## src/design/lsc_pkg.sv

```systemverilog
`timescale 1ns / 1ps

package lsc_pkg;

  localparam int COORD_W = 16;
  // magnitude product of two coordinate differences
  localparam int PROD_W  = 2 * COORD_W;
  // quotient magnitude saturates at 2^40
  localparam int QMAG_W  = 41;
  localparam int QCMP_W  = (PROD_W > QMAG_W) ? PROD_W : QMAG_W;
  localparam int QS_W    = QMAG_W + 1;
  localparam int SUM_W   = QS_W + 1;
  // two quotient bits are retired per cycle; the counter tracks the divide steps
  localparam int CNT_W   = $clog2(COORD_W);

  localparam int        MOVES_W   = 3;
  localparam logic [MOVES_W-1:0] MOVES_MAX = 3'd4;

  localparam logic [3:0] RC_LEFT   = 4'b0001;
  localparam logic [3:0] RC_RIGHT  = 4'b0010;
  localparam logic [3:0] RC_BOTTOM = 4'b0100;
  localparam logic [3:0] RC_TOP    = 4'b1000;

  typedef enum logic [1:0] {
    REG_XMIN = 2'd0,
    REG_YMIN = 2'd1,
    REG_XMAX = 2'd2,
    REG_YMAX = 2'd3
  } cfg_reg_e;

  typedef struct packed {
    logic signed [COORD_W-1:0] start_x;
    logic signed [COORD_W-1:0] start_y;
    logic signed [COORD_W-1:0] end_x;
    logic signed [COORD_W-1:0] end_y;
  } seg_in_t;

  typedef struct packed {
    logic                      visible;
    logic signed [COORD_W-1:0] clip_start_x;
    logic signed [COORD_W-1:0] clip_start_y;
    logic signed [COORD_W-1:0] clip_end_x;
    logic signed [COORD_W-1:0] clip_end_y;
  } seg_out_t;

  typedef enum logic [1:0] {
    LS_IDLE,
    LS_CHECK,
    LS_DIV,
    LS_DONE
  } clip_state_e;

  typedef enum logic [2:0] {
    MD_IDLE,
    MD_MUL,
    MD_DIV,
    MD_SAT,
    MD_DONE
  } md_state_e;

endpackage

```

## src/design/lsc_muldiv.sv

```systemverilog
`timescale 1ns / 1ps

// trunc(a*b/c) with the quotient magnitude saturated at 2^40, zero when c is zero
module lsc_muldiv (
  input  logic                             clk_i,
  input  logic                             rst_ni,
  input  logic                             start_i,
  input  logic signed [lsc_pkg::COORD_W:0] a_i,
  input  logic signed [lsc_pkg::COORD_W:0] b_i,
  input  logic signed [lsc_pkg::COORD_W:0] c_i,
  output logic                             done_o,
  output logic signed [lsc_pkg::QS_W-1:0]  q_o
);
  import lsc_pkg::*;

  localparam logic [QCMP_W-1:0] QLim = QCMP_W'(1) << (QMAG_W - 1);

  md_state_e state_q, state_d;

  logic [COORD_W-1:0]       ua_q, ub_q, uc_q;
  logic                     neg_q;
  logic [COORD_W-1:0]       rem_q, rem_d;
  logic [PROD_W-1:0]        dq_q, dq_div;
  logic [CNT_W-1:0]         cnt_q;
  logic signed [QS_W-1:0]   q_q;
  logic [COORD_W:0]         trial;
  logic [COORD_W-1:0]       rem_w;
  logic [PROD_W-1:0]        dq_w;
  logic [QCMP_W-1:0]        q_ext;
  logic [QMAG_W-1:0]        q_mag;
  logic                     ld_ops, ld_mul, run_div, ld_sat;

  function automatic logic [COORD_W-1:0] mag(input logic signed [COORD_W:0] v);
    logic [COORD_W:0] n;
    n = v[COORD_W] ? (COORD_W+1)'(0) - v : v;
    return n[COORD_W-1:0];
  endfunction

  always_comb begin
    state_d = state_q;
    case (state_q)
      MD_IDLE: if (start_i) state_d = MD_MUL;
      MD_MUL:  state_d = (uc_q == '0) ? MD_SAT : MD_DIV;
      MD_DIV:  if (cnt_q == '0) state_d = MD_SAT;
      MD_SAT:  state_d = MD_DONE;
      MD_DONE: state_d = MD_IDLE;
      default: state_d = MD_IDLE;
    endcase
  end

  always_comb begin
    ld_ops  = 1'b0;
    ld_mul  = 1'b0;
    run_div = 1'b0;
    ld_sat  = 1'b0;
    done_o  = 1'b0;
    case (state_q)
      MD_IDLE: ld_ops  = start_i;
      MD_MUL:  ld_mul  = 1'b1;
      MD_DIV:  run_div = 1'b1;
      MD_SAT:  ld_sat  = 1'b1;
      MD_DONE: done_o  = 1'b1;
      default: ;
    endcase
  end

  // restoring division, two quotient bits per cycle
  always_comb begin
    rem_w = rem_q;
    dq_w  = dq_q;
    trial = '0;
    for (int k = 0; k < 2; k++) begin
      trial = {rem_w, dq_w[PROD_W-1]};
      dq_w  = {dq_w[PROD_W-2:0], 1'b0};
      if (trial >= {1'b0, uc_q}) begin
        trial   = trial - {1'b0, uc_q};
        dq_w[0] = 1'b1;
      end
      rem_w = trial[COORD_W-1:0];
    end
    rem_d  = rem_w;
    dq_div = dq_w;
  end

  always_comb begin
    q_ext = QCMP_W'(dq_q);
    q_mag = (q_ext > QLim) ? QLim[QMAG_W-1:0] : q_ext[QMAG_W-1:0];
  end

  always_ff @(posedge clk_i or negedge rst_ni) begin
    if (!rst_ni) begin
      state_q <= MD_IDLE;
    end else begin
      state_q <= state_d;
    end
  end

  always_ff @(posedge clk_i) begin
    if (ld_ops) begin
      ua_q  <= mag(a_i);
      ub_q  <= mag(b_i);
      uc_q  <= mag(c_i);
      neg_q <= a_i[COORD_W] ^ b_i[COORD_W] ^ c_i[COORD_W];
    end
    if (ld_mul) begin
      dq_q  <= (uc_q == '0) ? '0 : PROD_W'(ua_q) * PROD_W'(ub_q);
      rem_q <= '0;
      cnt_q <= CNT_W'(COORD_W - 1);
    end
    if (run_div) begin
      dq_q  <= dq_div;
      rem_q <= rem_d;
      cnt_q <= cnt_q - 1'b1;
    end
    if (ld_sat) begin
      q_q <= neg_q ? QS_W'(0) - QS_W'(q_mag) : QS_W'(q_mag);
    end
  end

  assign q_o = q_q;

endmodule

```

## src/design/line_segment_clipper.sv

```systemverilog
`timescale 1ns / 1ps

// Cohen-Sutherland clipper for one segment at a time in signed Q8.8, against a window
// set through the write port. Every clip move runs the product and a restoring divide
// on one shared multiply/divide unit that retires two quotient bits a cycle; a segment
// takes up to four moves, or none on a trivial accept or reject.
// The input is ready only between segments; a finished result sits in an output
// register, so the next segment is taken while it waits. Rejected segments come out
// with visible low and all coordinates zero.
module line_segment_clipper (
  input  logic                         clk_i,
  input  logic                         rst_ni,
  input  logic                         cfg_we_i,
  input  logic [1:0]                   cfg_idx_i,
  input  logic [lsc_pkg::COORD_W-1:0]  cfg_data_i,
  input  logic                         in_valid_i,
  output logic                         in_ready_o,
  input  lsc_pkg::seg_in_t             in_data_i,
  output logic                         out_valid_o,
  input  logic                         out_ready_i,
  output lsc_pkg::seg_out_t            out_data_o
);
  import lsc_pkg::*;

  localparam logic signed [SUM_W-1:0] CMax = SUM_W'((64'(1) << (COORD_W - 1)) - 64'(1));
  localparam logic signed [SUM_W-1:0] CMin = ~CMax;

  clip_state_e state_q, state_d;

  logic signed [COORD_W-1:0] xmin_q, ymin_q, xmax_q, ymax_q;
  logic signed [COORD_W-1:0] x1_q, y1_q, x2_q, y2_q;
  logic signed [COORD_W-1:0] edge_q, base_q, new_c, edge_w;
  logic [MOVES_W-1:0]        moves_q;
  logic                      mv_start_q, horiz_q, vis_q;
  seg_out_t                  out_q;
  logic                      out_valid_q;

  logic [3:0]                c1, c2, co;
  logic                      trivial_acc, trivial_rej, horiz_w;
  logic signed [COORD_W:0]   dx, dy, md_a, md_b, md_c;
  logic                      md_start, md_done;
  logic signed [QS_W-1:0]    md_q;
  logic signed [SUM_W-1:0]   sum;
  logic                      accept_in, load_out;

  function automatic logic [3:0] region(
    input logic signed [COORD_W-1:0] x,
    input logic signed [COORD_W-1:0] y,
    input logic signed [COORD_W-1:0] x_lo,
    input logic signed [COORD_W-1:0] y_lo,
    input logic signed [COORD_W-1:0] x_hi,
    input logic signed [COORD_W-1:0] y_hi
  );
    logic [3:0] c;
    c = '0;
    if (x < x_lo) c = c | RC_LEFT;
    else if (x > x_hi) c = c | RC_RIGHT;
    if (y < y_lo) c = c | RC_BOTTOM;
    else if (y > y_hi) c = c | RC_TOP;
    return c;
  endfunction

  function automatic logic signed [COORD_W-1:0] clamp(input logic signed [SUM_W-1:0] v);
    logic signed [SUM_W-1:0] r;
    r = (v > CMax) ? CMax : ((v < CMin) ? CMin : v);
    return r[COORD_W-1:0];
  endfunction

  lsc_muldiv u_muldiv (
    .clk_i   (clk_i),
    .rst_ni  (rst_ni),
    .start_i (md_start),
    .a_i     (md_a),
    .b_i     (md_b),
    .c_i     (md_c),
    .done_o  (md_done),
    .q_o     (md_q)
  );

  // region test and move setup for the current endpoints
  always_comb begin
    c1          = region(x1_q, y1_q, xmin_q, ymin_q, xmax_q, ymax_q);
    c2          = region(x2_q, y2_q, xmin_q, ymin_q, xmax_q, ymax_q);
    trivial_acc = (c1 | c2) == '0;
    trivial_rej = ((c1 & c2) != '0) || (moves_q == MOVES_MAX);
    co          = (c1 != '0) ? c1 : c2;
    horiz_w     = (co & (RC_TOP | RC_BOTTOM)) != '0;
    if (horiz_w) begin
      edge_w = ((co & RC_TOP) != '0) ? ymax_q : ymin_q;
    end else begin
      edge_w = ((co & RC_RIGHT) != '0) ? xmax_q : xmin_q;
    end
    dx   = (COORD_W+1)'(x2_q) - (COORD_W+1)'(x1_q);
    dy   = (COORD_W+1)'(y2_q) - (COORD_W+1)'(y1_q);
    md_a = horiz_w ? dx : dy;
    md_c = horiz_w ? dy : dx;
    md_b = (COORD_W+1)'(edge_w) - (horiz_w ? (COORD_W+1)'(y1_q) : (COORD_W+1)'(x1_q));
  end

  always_comb begin
    sum   = SUM_W'(base_q) + SUM_W'(md_q);
    new_c = clamp(sum);
  end

  always_comb begin
    state_d = state_q;
    case (state_q)
      LS_IDLE:  if (in_valid_i) state_d = LS_CHECK;
      LS_CHECK: state_d = (trivial_acc || trivial_rej) ? LS_DONE : LS_DIV;
      LS_DIV:   if (md_done) state_d = LS_CHECK;
      LS_DONE:  if (!out_valid_q || out_ready_i) state_d = LS_IDLE;
      default:  state_d = LS_IDLE;
    endcase
  end

  always_comb begin
    in_ready_o = 1'b0;
    md_start   = 1'b0;
    load_out   = 1'b0;
    case (state_q)
      LS_IDLE:  in_ready_o = 1'b1;
      LS_CHECK: md_start   = !(trivial_acc || trivial_rej);
      LS_DONE:  load_out   = !out_valid_q || out_ready_i;
      default: ;
    endcase
  end

  assign accept_in = in_valid_i && in_ready_o;

  always_ff @(posedge clk_i or negedge rst_ni) begin
    if (!rst_ni) begin
      state_q     <= LS_IDLE;
      out_valid_q <= 1'b0;
      xmin_q      <= '0;
      ymin_q      <= '0;
      xmax_q      <= COORD_W'(32767);
      ymax_q      <= COORD_W'(32767);
    end else begin
      state_q <= state_d;
      if (load_out) begin
        out_valid_q <= 1'b1;
      end else if (out_ready_i) begin
        out_valid_q <= 1'b0;
      end
      if (cfg_we_i) begin
        case (cfg_reg_e'(cfg_idx_i))
          REG_XMIN: xmin_q <= cfg_data_i;
          REG_YMIN: ymin_q <= cfg_data_i;
          REG_XMAX: xmax_q <= cfg_data_i;
          REG_YMAX: ymax_q <= cfg_data_i;
          default: ;
        endcase
      end
    end
  end

  always_ff @(posedge clk_i) begin
    if (accept_in) begin
      x1_q    <= in_data_i.start_x;
      y1_q    <= in_data_i.start_y;
      x2_q    <= in_data_i.end_x;
      y2_q    <= in_data_i.end_y;
      moves_q <= '0;
    end
    if (state_q == LS_CHECK) begin
      vis_q      <= trivial_acc;
      mv_start_q <= c1 != '0;
      horiz_q    <= horiz_w;
      edge_q     <= edge_w;
      base_q     <= horiz_w ? x1_q : y1_q;
    end
    if (state_q == LS_DIV && md_done) begin
      moves_q <= moves_q + 1'b1;
      if (mv_start_q) begin
        x1_q <= horiz_q ? new_c : edge_q;
        y1_q <= horiz_q ? edge_q : new_c;
      end else begin
        x2_q <= horiz_q ? new_c : edge_q;
        y2_q <= horiz_q ? edge_q : new_c;
      end
    end
    if (load_out) begin
      out_q.visible      <= vis_q;
      out_q.clip_start_x <= vis_q ? x1_q : '0;
      out_q.clip_start_y <= vis_q ? y1_q : '0;
      out_q.clip_end_x   <= vis_q ? x2_q : '0;
      out_q.clip_end_y   <= vis_q ? y2_q : '0;
    end
  end

  assign out_valid_o = out_valid_q;
  assign out_data_o  = out_q;

  a_moves_bounded: assert property (@(posedge clk_i) disable iff (!rst_ni)
    state_q != LS_IDLE |-> moves_q <= MOVES_MAX)
    else $error("more clip moves than allowed");

  a_done_in_div: assert property (@(posedge clk_i) disable iff (!rst_ni)
    md_done |-> state_q == LS_DIV)
    else $error("divider finished outside a move");

  a_reject_zero: assert property (@(posedge clk_i) disable iff (!rst_ni)
    out_valid_o && !out_data_o.visible |->
      out_data_o.clip_start_x == '0 && out_data_o.clip_start_y == '0 &&
      out_data_o.clip_end_x == '0 && out_data_o.clip_end_y == '0)
    else $error("rejected word carries coordinates");

  a_visible_inside: assert property (@(posedge clk_i) disable iff (!rst_ni)
    out_valid_o && out_data_o.visible |->
      region(out_data_o.clip_start_x, out_data_o.clip_start_y,
             xmin_q, ymin_q, xmax_q, ymax_q) == '0 &&
      region(out_data_o.clip_end_x, out_data_o.clip_end_y,
             xmin_q, ymin_q, xmax_q, ymax_q) == '0)
    else $error("visible word lies outside the window");

  a_accept_check: assert property (@(posedge clk_i) disable iff (!rst_ni)
    accept_in |=> state_q == LS_CHECK && moves_q == '0)
    else $error("accepted word did not start a region check");

endmodule

```

## config.mk

```make
export PLATFORM = sky130hd
export DESIGN_NAME = line_segment_clipper
export DESIGN_NICKNAME = d
export VERILOG_FILES = /design/src/design/lsc_pkg.sv /design/src/design/lsc_muldiv.sv /design/src/design/line_segment_clipper.sv
export SDC_FILE = /design/constraint.sdc
export NUM_CORES = 2
export LEC_CHECK = 0
export BUFFER_PORTS_ARGS = -buffer_cell sky130_fd_sc_hd__buf_2
export CORE_ASPECT_RATIO = 1.4
export CORE_UTILIZATION = 59
export CTS_BUF_LIST = sky130_fd_sc_hd__clkbuf_4
export DETAILED_ROUTE_END_ITERATION = 6
export PLACE_DENSITY = 0.89
export SLEW_MARGIN = 20
export SYNTH_ARGS = -nofsm -noshare
export SYNTH_HDL_FRONTEND = slang
export SYNTH_HIERARCHICAL = 1
export SYNTH_SLANG_ARGS = --single-unit
```

## constraint.sdc

```tcl
create_clock -name clk_i -period 8.6 [get_ports clk_i]
set_clock_uncertainty 0.1 [all_clocks]
set_input_delay 0.86 -clock clk_i [delete_from_list [all_inputs] [get_ports clk_i]]
set_output_delay 0.86 -clock clk_i [all_outputs]
set_load 0.01 [all_outputs]
```

Word level (Yosys, flattened, before mapping):

Index checks and enable logic that the tools add are counted.

* register bits after elaboration: 380
* output and inout port bits: 67

* add/sub/neg operators: 12
* multipliers: 1
* magnitude comparators: 13
* eq/ne operators: 16
* mux-type cells: 69
* bitwise operators: 4
* reduce and logical (&&, ||, !) cells: 25

Operators by type and width (count)
* two-way mux 16 bit: 27
* two-way mux 32 bit: 3
* two-way mux 41 bit: 2
* greater-than comparator 16 bit: 4
* < comparator 16 bit: 4
* two-way mux 17 bit: 3
* subtractor 1 x 16 -> 16 bit, first input constant: 3
* adder 16 x 42 -> 43 bit: 1
* greater-than comparator 43 x 16 -> 1 bit, second input constant: 1
* < comparator 43 x 16 -> 1 bit, second input constant: 1
* subtractor 1 x 41 -> 42 bit, first input constant: 1
* greater-than comparator 32 x 41 -> 1 bit, second input constant: 1
* greater-or-equal comparator 17 x 16 -> 1 bit: 2
* subtractor 16 x 16 -> 17 bit: 2
* multiplier 16 x 16 -> 32 bit: 1
* two-way mux 4 bit: 8
* subtractor 16 bit: 2
* subtractor 16 x 17 -> 17 bit: 1
* logical NOT 16 bit: 1
* two-way mux 1 bit: 14
* two-way mux 2 bit: 6
* two-way mux 3 bit: 4
* case mux 3 bit (4 select lines): 1
* nonzero test 4 bit: 3
* 22 further kinds: 44

Depth between registers and ports, before layout:

* depth in word-level cells: 13
* mapped depth: 35
* depth with buffers taken out: 32

By module:

The synthesis kept the hierarchy.

By module, submodules not included
* line_segment_clipper: times used 1, cells an instance 2052, area an instance 18691.7 um^2
* lsc_muldiv: times used 1, cells an instance 1787, area an instance 17152.7 um^2

Least setup slack after synthesis:

OpenSTA, ideal clock, no wires.

* path type: register -> register
* from: register ymin_q[13]
* to: register u_muldiv.neg_q (enable)
* setup time: 594 ps
* arrival time: 7934 ps
* data required time: 7906 ps
* slack: -29 ps
* stages on the path, launching flop included: 13
* path buffers: 0
* clock period less this slack: 8629 ps
* path through: dfrtp_1 -> inv_1 -> ha_1 -> a21o_1 -> a211o_1 -> a2111oi_0 -> inv_1 -> o21ai_1 -> nor2b_1 -> a32o_1 -> a2111oi_0 -> and2_1 -> nor4b_1

* cells in the longest elaborated chain, start to end: 9
* elaborated cells on any way between the ends: 13

RTL lines
* start: declaration: line line_segment_clipper.sv:30 `logic signed [COORD_W-1:0] xmin_q, ymin_q, xmax_q, ymax_q;`
* start signal: assignment: line line_segment_clipper.sv:148 `REG_YMIN: ymin_q <= cfg_data_i;`
* < comparator 16 bit: line line_segment_clipper.sv:58 `if (y < y_lo) c = c | RC_BOTTOM;`
* two-way mux 4 bit: line line_segment_clipper.sv:58
* AND 4 bit: line line_segment_clipper.sv:85 `trivial_rej = ((c1 & c2) != '0) || (moves_q == MOVES_MAX);`
* nonzero test 4 bit: line line_segment_clipper.sv:85
* logical OR 1 bit: line line_segment_clipper.sv:85
* logical OR 1 bit (*): line line_segment_clipper.sv:122 `LS_CHECK: md_start = !(trivial_acc || trivial_rej);`
* logical NOT 1 bit (*): line line_segment_clipper.sv:122
* two-way mux 1 bit (*): line line_segment_clipper.sv:120 `case (state_q)`
* via md_start: line line_segment_clipper.sv:41 `logic md_start, md_done;`
* two-way mux 1 bit (*): line lsc_muldiv.sv:57 `case (state_q)`
* via u_muldiv.ld_ops: line lsc_muldiv.sv:31 `logic ld_ops, ld_mul, run_div, ld_sat;`
* end signal: assignment: line lsc_muldiv.sv:103 `neg_q <= a_i[COORD_W] ^ b_i[COORD_W] ^ c_i[COORD_W];`
* end: declaration: line lsc_muldiv.sv:21 `logic neg_q;`

Mark *: on every way through the listed nets, which the timed path passes. The rest lies on a longest branch.
A chain may end at the register's enable or synchronous reset.

Final worst setup path:

* from: register xmax_q[9]
* to: register u_muldiv.ub_q[14] (data pin)

* elaborated cells on any way between the ends: 20

RTL lines
* start: declaration: line line_segment_clipper.sv:30
* start signal: assignment: line line_segment_clipper.sv:149 `REG_XMAX: xmax_q <= cfg_data_i;`
* greater-than comparator 16 bit: line line_segment_clipper.sv:57 `else if (x > x_hi) c = c | RC_RIGHT;`
* two-way mux 2 bit: line line_segment_clipper.sv:57
* two-way mux 4 bit: line line_segment_clipper.sv:56 `if (x < x_lo) c = c | RC_LEFT;`
* two-way mux 4 bit: line line_segment_clipper.sv:59 `else if (y > y_hi) c = c | RC_TOP;`
* two-way mux 4 bit: line line_segment_clipper.sv:58
* nonzero test 4 bit: line line_segment_clipper.sv:86 `co = (c1 != '0) ? c1 : c2;`
* two-way mux 4 bit: line line_segment_clipper.sv:86
* nonzero test 4 bit, or another cell as far along: line line_segment_clipper.sv:87 `horiz_w = (co & (RC_TOP | RC_BOTTOM)) != '0;`
* two-way mux 16 bit or two-way mux 17 bit (tied branches): line line_segment_clipper.sv:88, line_segment_clipper.sv:97
* subtractor 16 x 17 -> 17 bit (*): line line_segment_clipper.sv:97 `md_b = (COORD_W+1)'(edge_w) - (horiz_w ? (COORD_W+1)'(y1_q) : (COORD_W+1)'(x1_q));`
* via md_b[16]: line line_segment_clipper.sv:40 `logic signed [COORD_W:0] dx, dy, md_a, md_b, md_c;`
* two-way mux 16 bit (*): line lsc_muldiv.sv:35 `n = v[COORD_W] ? (COORD_W+1)'(0) - v : v;`
* end signal: assignment: line lsc_muldiv.sv:101 `ub_q <= mag(b_i);`
* end: declaration: line lsc_muldiv.sv:20 `logic [COORD_W-1:0] ua_q, ub_q, uc_q;`

Marks and branches as above.

==> impl_metrics.toml <==
[finish]
regArea_um2 = 10500
area_growth_pct = 7.95
finalCoreUtilization_pct = 64.5
most-common-layout-cells = "inv_1 (417), ha_1 (357), nand2_1 (355)"
final_net_count = 4618
layout.cells.most_common = "inv_1"
layoutNonFillerInstCount = 4869
final.fill_count = 4865
multi_input_comb_area_um2 = 23300
drive_gt1_share_pct = 12.9

[grt]
largest_net_degree_at_the_start_of_global_routing = 71
global_route.overflow_total = 0
grt_antenna_before_repair = 7
grt_first_pass_wirelength_mm = 180
grt_usage_pct = 39.0
first_global_vias = 31500

[setup_path]
crit_path_kind = "register to register"
crit_path_end_kind = "register"
crit_path_max_fanout = 17
worst_r2r_endpoint = "u_muldiv/ub_q[14]$_DFFE_PP_"
r2r_slack_ns = 0.50
crit_path_start_kind = "register"
path_buf_inv = 3
critPathRequiredTime_ns = 9.19
crit_path_top_delay_cell = "dfstp_2"
worst_reg2reg_path_depth = 31
worst_path_dominant_cell_family = "compound AO/OA/AOI/OAI gates"
rr_startpoint = "xmax_q[9]$_DFFE_PN1P_"
crit_arrival_ns = 8.69
cpPeakStageDelay_ns = 0.54
crit_top_cell = "a21oi_1"

[route]
routed_len_inst_um = 24.7
total_via_count_after_detailed_routing = 31300
drc_violation_count_after_routing = 1
firstDrtPassIters = 7
post_drt_via_cell_ratio = 6.42
drt-total-wl_mm = 120
postRouteAntennaNets = 0
first_iter_violations = 2799

[cts]
cts_inserted_buffers = 92
tritoncts = "done"
ctsHtreeMaxLevel = 3
cts.root.buffer_cell = "clkbuf_4"
clkSinkCount = 380
postCtsSetupRepairBufs = 0
clock_latency_ns = 0.96
clock_path_buffers = 3
path_clk_slew_ns = 0.07
ctsHoldBuffers = 0
total_of_cells_resized_after_clock_tree_synthesis = 0

[timing]
post-route-worst-setup-slack_ns = 0.500
timing_worst_slew_pin_value_ns = 1.12
layout_min_cycle_time_ns = 8.10
setup_viol_count_final = 0
slew_violations = 0
fin_tns_setup_ns = 0
unrepaired_setup_endpoints_after_global_routing = "no"
period_share_pct = 94.2
timing_hold_violations_final = 0
timing.slew.headroom_pct = 25.1
max_freq_mhz = 123

[yosys]
ys_seq_area_share_pct = 29.2
post_synth.cell_area_avg_um2 = 9.34
synth_cell_types = 98
synth-edff-count = 246
synth_nets = 4483
synth.ff_latch_count = 380
synth.yosys.warnings = 6
synth.cell_area_um2 = 35800
synthCells = 3839
synthTopCellsByArea = "edfxtp_1 (21%), ha_1 (12%), fa_1 (11%)"
async_reset_ff_share_pct = 18.4
synth-main-ff-cell = "edfxtp_1"
synth_top_area_cell = "edfxtp_1"
synth.top_cell.area_share_pct = 20.6

[place]
detailed_place_hpwl_mm = 92.7
dpl.cell_count = 4686
finalWeightedCongestion = 1.05
post-place-ws_ns = 0.651
port-buffer-count = 153

[floorplanning]
floorplan.die.width_um = 210
design.core.area_um2 = 59900
ios = 154
die_area_um2 = 61800
fp-row-count = 106
initial_core_util_pct = 59.8
height_of_the_chip_um = 294

[run_status]
violated_checks = "DRC"
result_of_the_run = "complete, but fails checks"

[worst_hold_path]
hold_path.class = "primary input to async pin"

[flow_run]
cap_violations = 0
[worst max path at each step]
stage / start / to / slack (ns) / cells after the start
after floorplan: ymax_q[9]$_DFFE_PN1P_ / u_muldiv/ub_q[13]$_DFFE_PP_ / 1.50 / 35
after global placement: xmax_q[9]$_DFFE_PN1P_ / u_muldiv/ub_q[14]$_DFFE_PP_ / 0.83 / 31
after detailed placement: xmax_q[9]$_DFFE_PN1P_ / u_muldiv/ub_q[14]$_DFFE_PP_ / 0.65 / 31
after CTS: xmax_q[9]$_DFFE_PN1P_ / u_muldiv/ub_q[14]$_DFFE_PP_ / 0.62 / 31
after global routing: xmax_q[1]$_DFFE_PN1P_ / u_muldiv/ub_q[14]$_DFFE_PP_ / 0.20 / 31
final: xmax_q[9]$_DFFE_PN1P_ / u_muldiv/ub_q[14]$_DFFE_PP_ / 0.50 / 31
[routing by layer]
layer  track usage [%]  part of all wire, %  up-vias
met5                 0                0.017        -
met4              36.5                   11        4
met2              65.3                   47     1794
li1                  -                    -    13900
met1              39.9                   33    15000
met3              9.85                  8.7      601
[flip-flops by register name, summed over array words and instances, names as in the netlist, 2 cells and up]
signal            count
x1_q                 16
x2_q                 16
y2_q                 16
u_muldiv/rem_q       16
xmin_q               16
base_q               16
u_muldiv/ub_q        16
u_muldiv/ua_q        16
moves_q               3
y1_q                 16
edge_q               16
u_muldiv/q_o         42
u_muldiv/dq_q        32
state_q               2
u_muldiv/cnt_q        4
out_data_o           65
ymax_q               16
u_muldiv/state_q      3
u_muldiv/uc_q        16
xmax_q               16
ymin_q               16
[logic make-up after synthesis]
kind of cell	count (synthesis)	synth area share (%)
AND/OR/NAND/NOR	1111	15.8
AO/OA/AOI/OAI	902	16.7
adder cells (fa/ha/maj)	557	23.6
buffers and inverters	571	6.12
flip-flops	380	29.2
XOR/XNOR	171	4.18
multiplexers	147	4.39
[final cells by class]
cell class / count / area share (%)
clock buffer: 135 / 2.62
antenna: 7 / 0.0453
clock inverter: 37 / 0.582
multi-input combinational: 2888 / 60.2
sequential: 380 / 27.0
inverter: 418 / 4.05
tap: 810 / 2.62
timing repair buffer: 194 / 2.85
[cell usage after synthesis (18+ instances only)]
cell	n
nor3_1	93
o21ai_0	209
o31ai_1	49
nor2b_1	34
and2_1	190
ha_1	357
o211ai_1	37
or3_1	26
mux2_2	83
mux2i_1	64
clkbuf_1	125
buf_2	18
nand2_1	356
xor2_1	53
nor2_1	168
edfxtp_1	246
a21o_1	73
a22oi_1	18
a21oi_1	217
a211oi_1	29
fa_1	200
dfrtp_1	40
xnor2_1	118
nand3_1	51
dfxtp_1	64
nand2b_1	45
nand4_1	44
inv_1	418
a21boi_0	21
o21a_1	42
a221oi_1	49
dfstp_2	30
[per-stage QoR]
stage | hold WS [ns] | cell area, µm²
after CTS | 0.0259 | 38600
final | 0.0679 | 38700
after detailed placement | 0.419 | 37400
after floorplan | 0.324 | 35900
after global placement | 0.403 | 37300
after global routing | 0.0695 | 38700
Power is left out: the tool's default activity adds up to more than one toggle a clock period on the data nets, which glitch-free logic cannot reach.
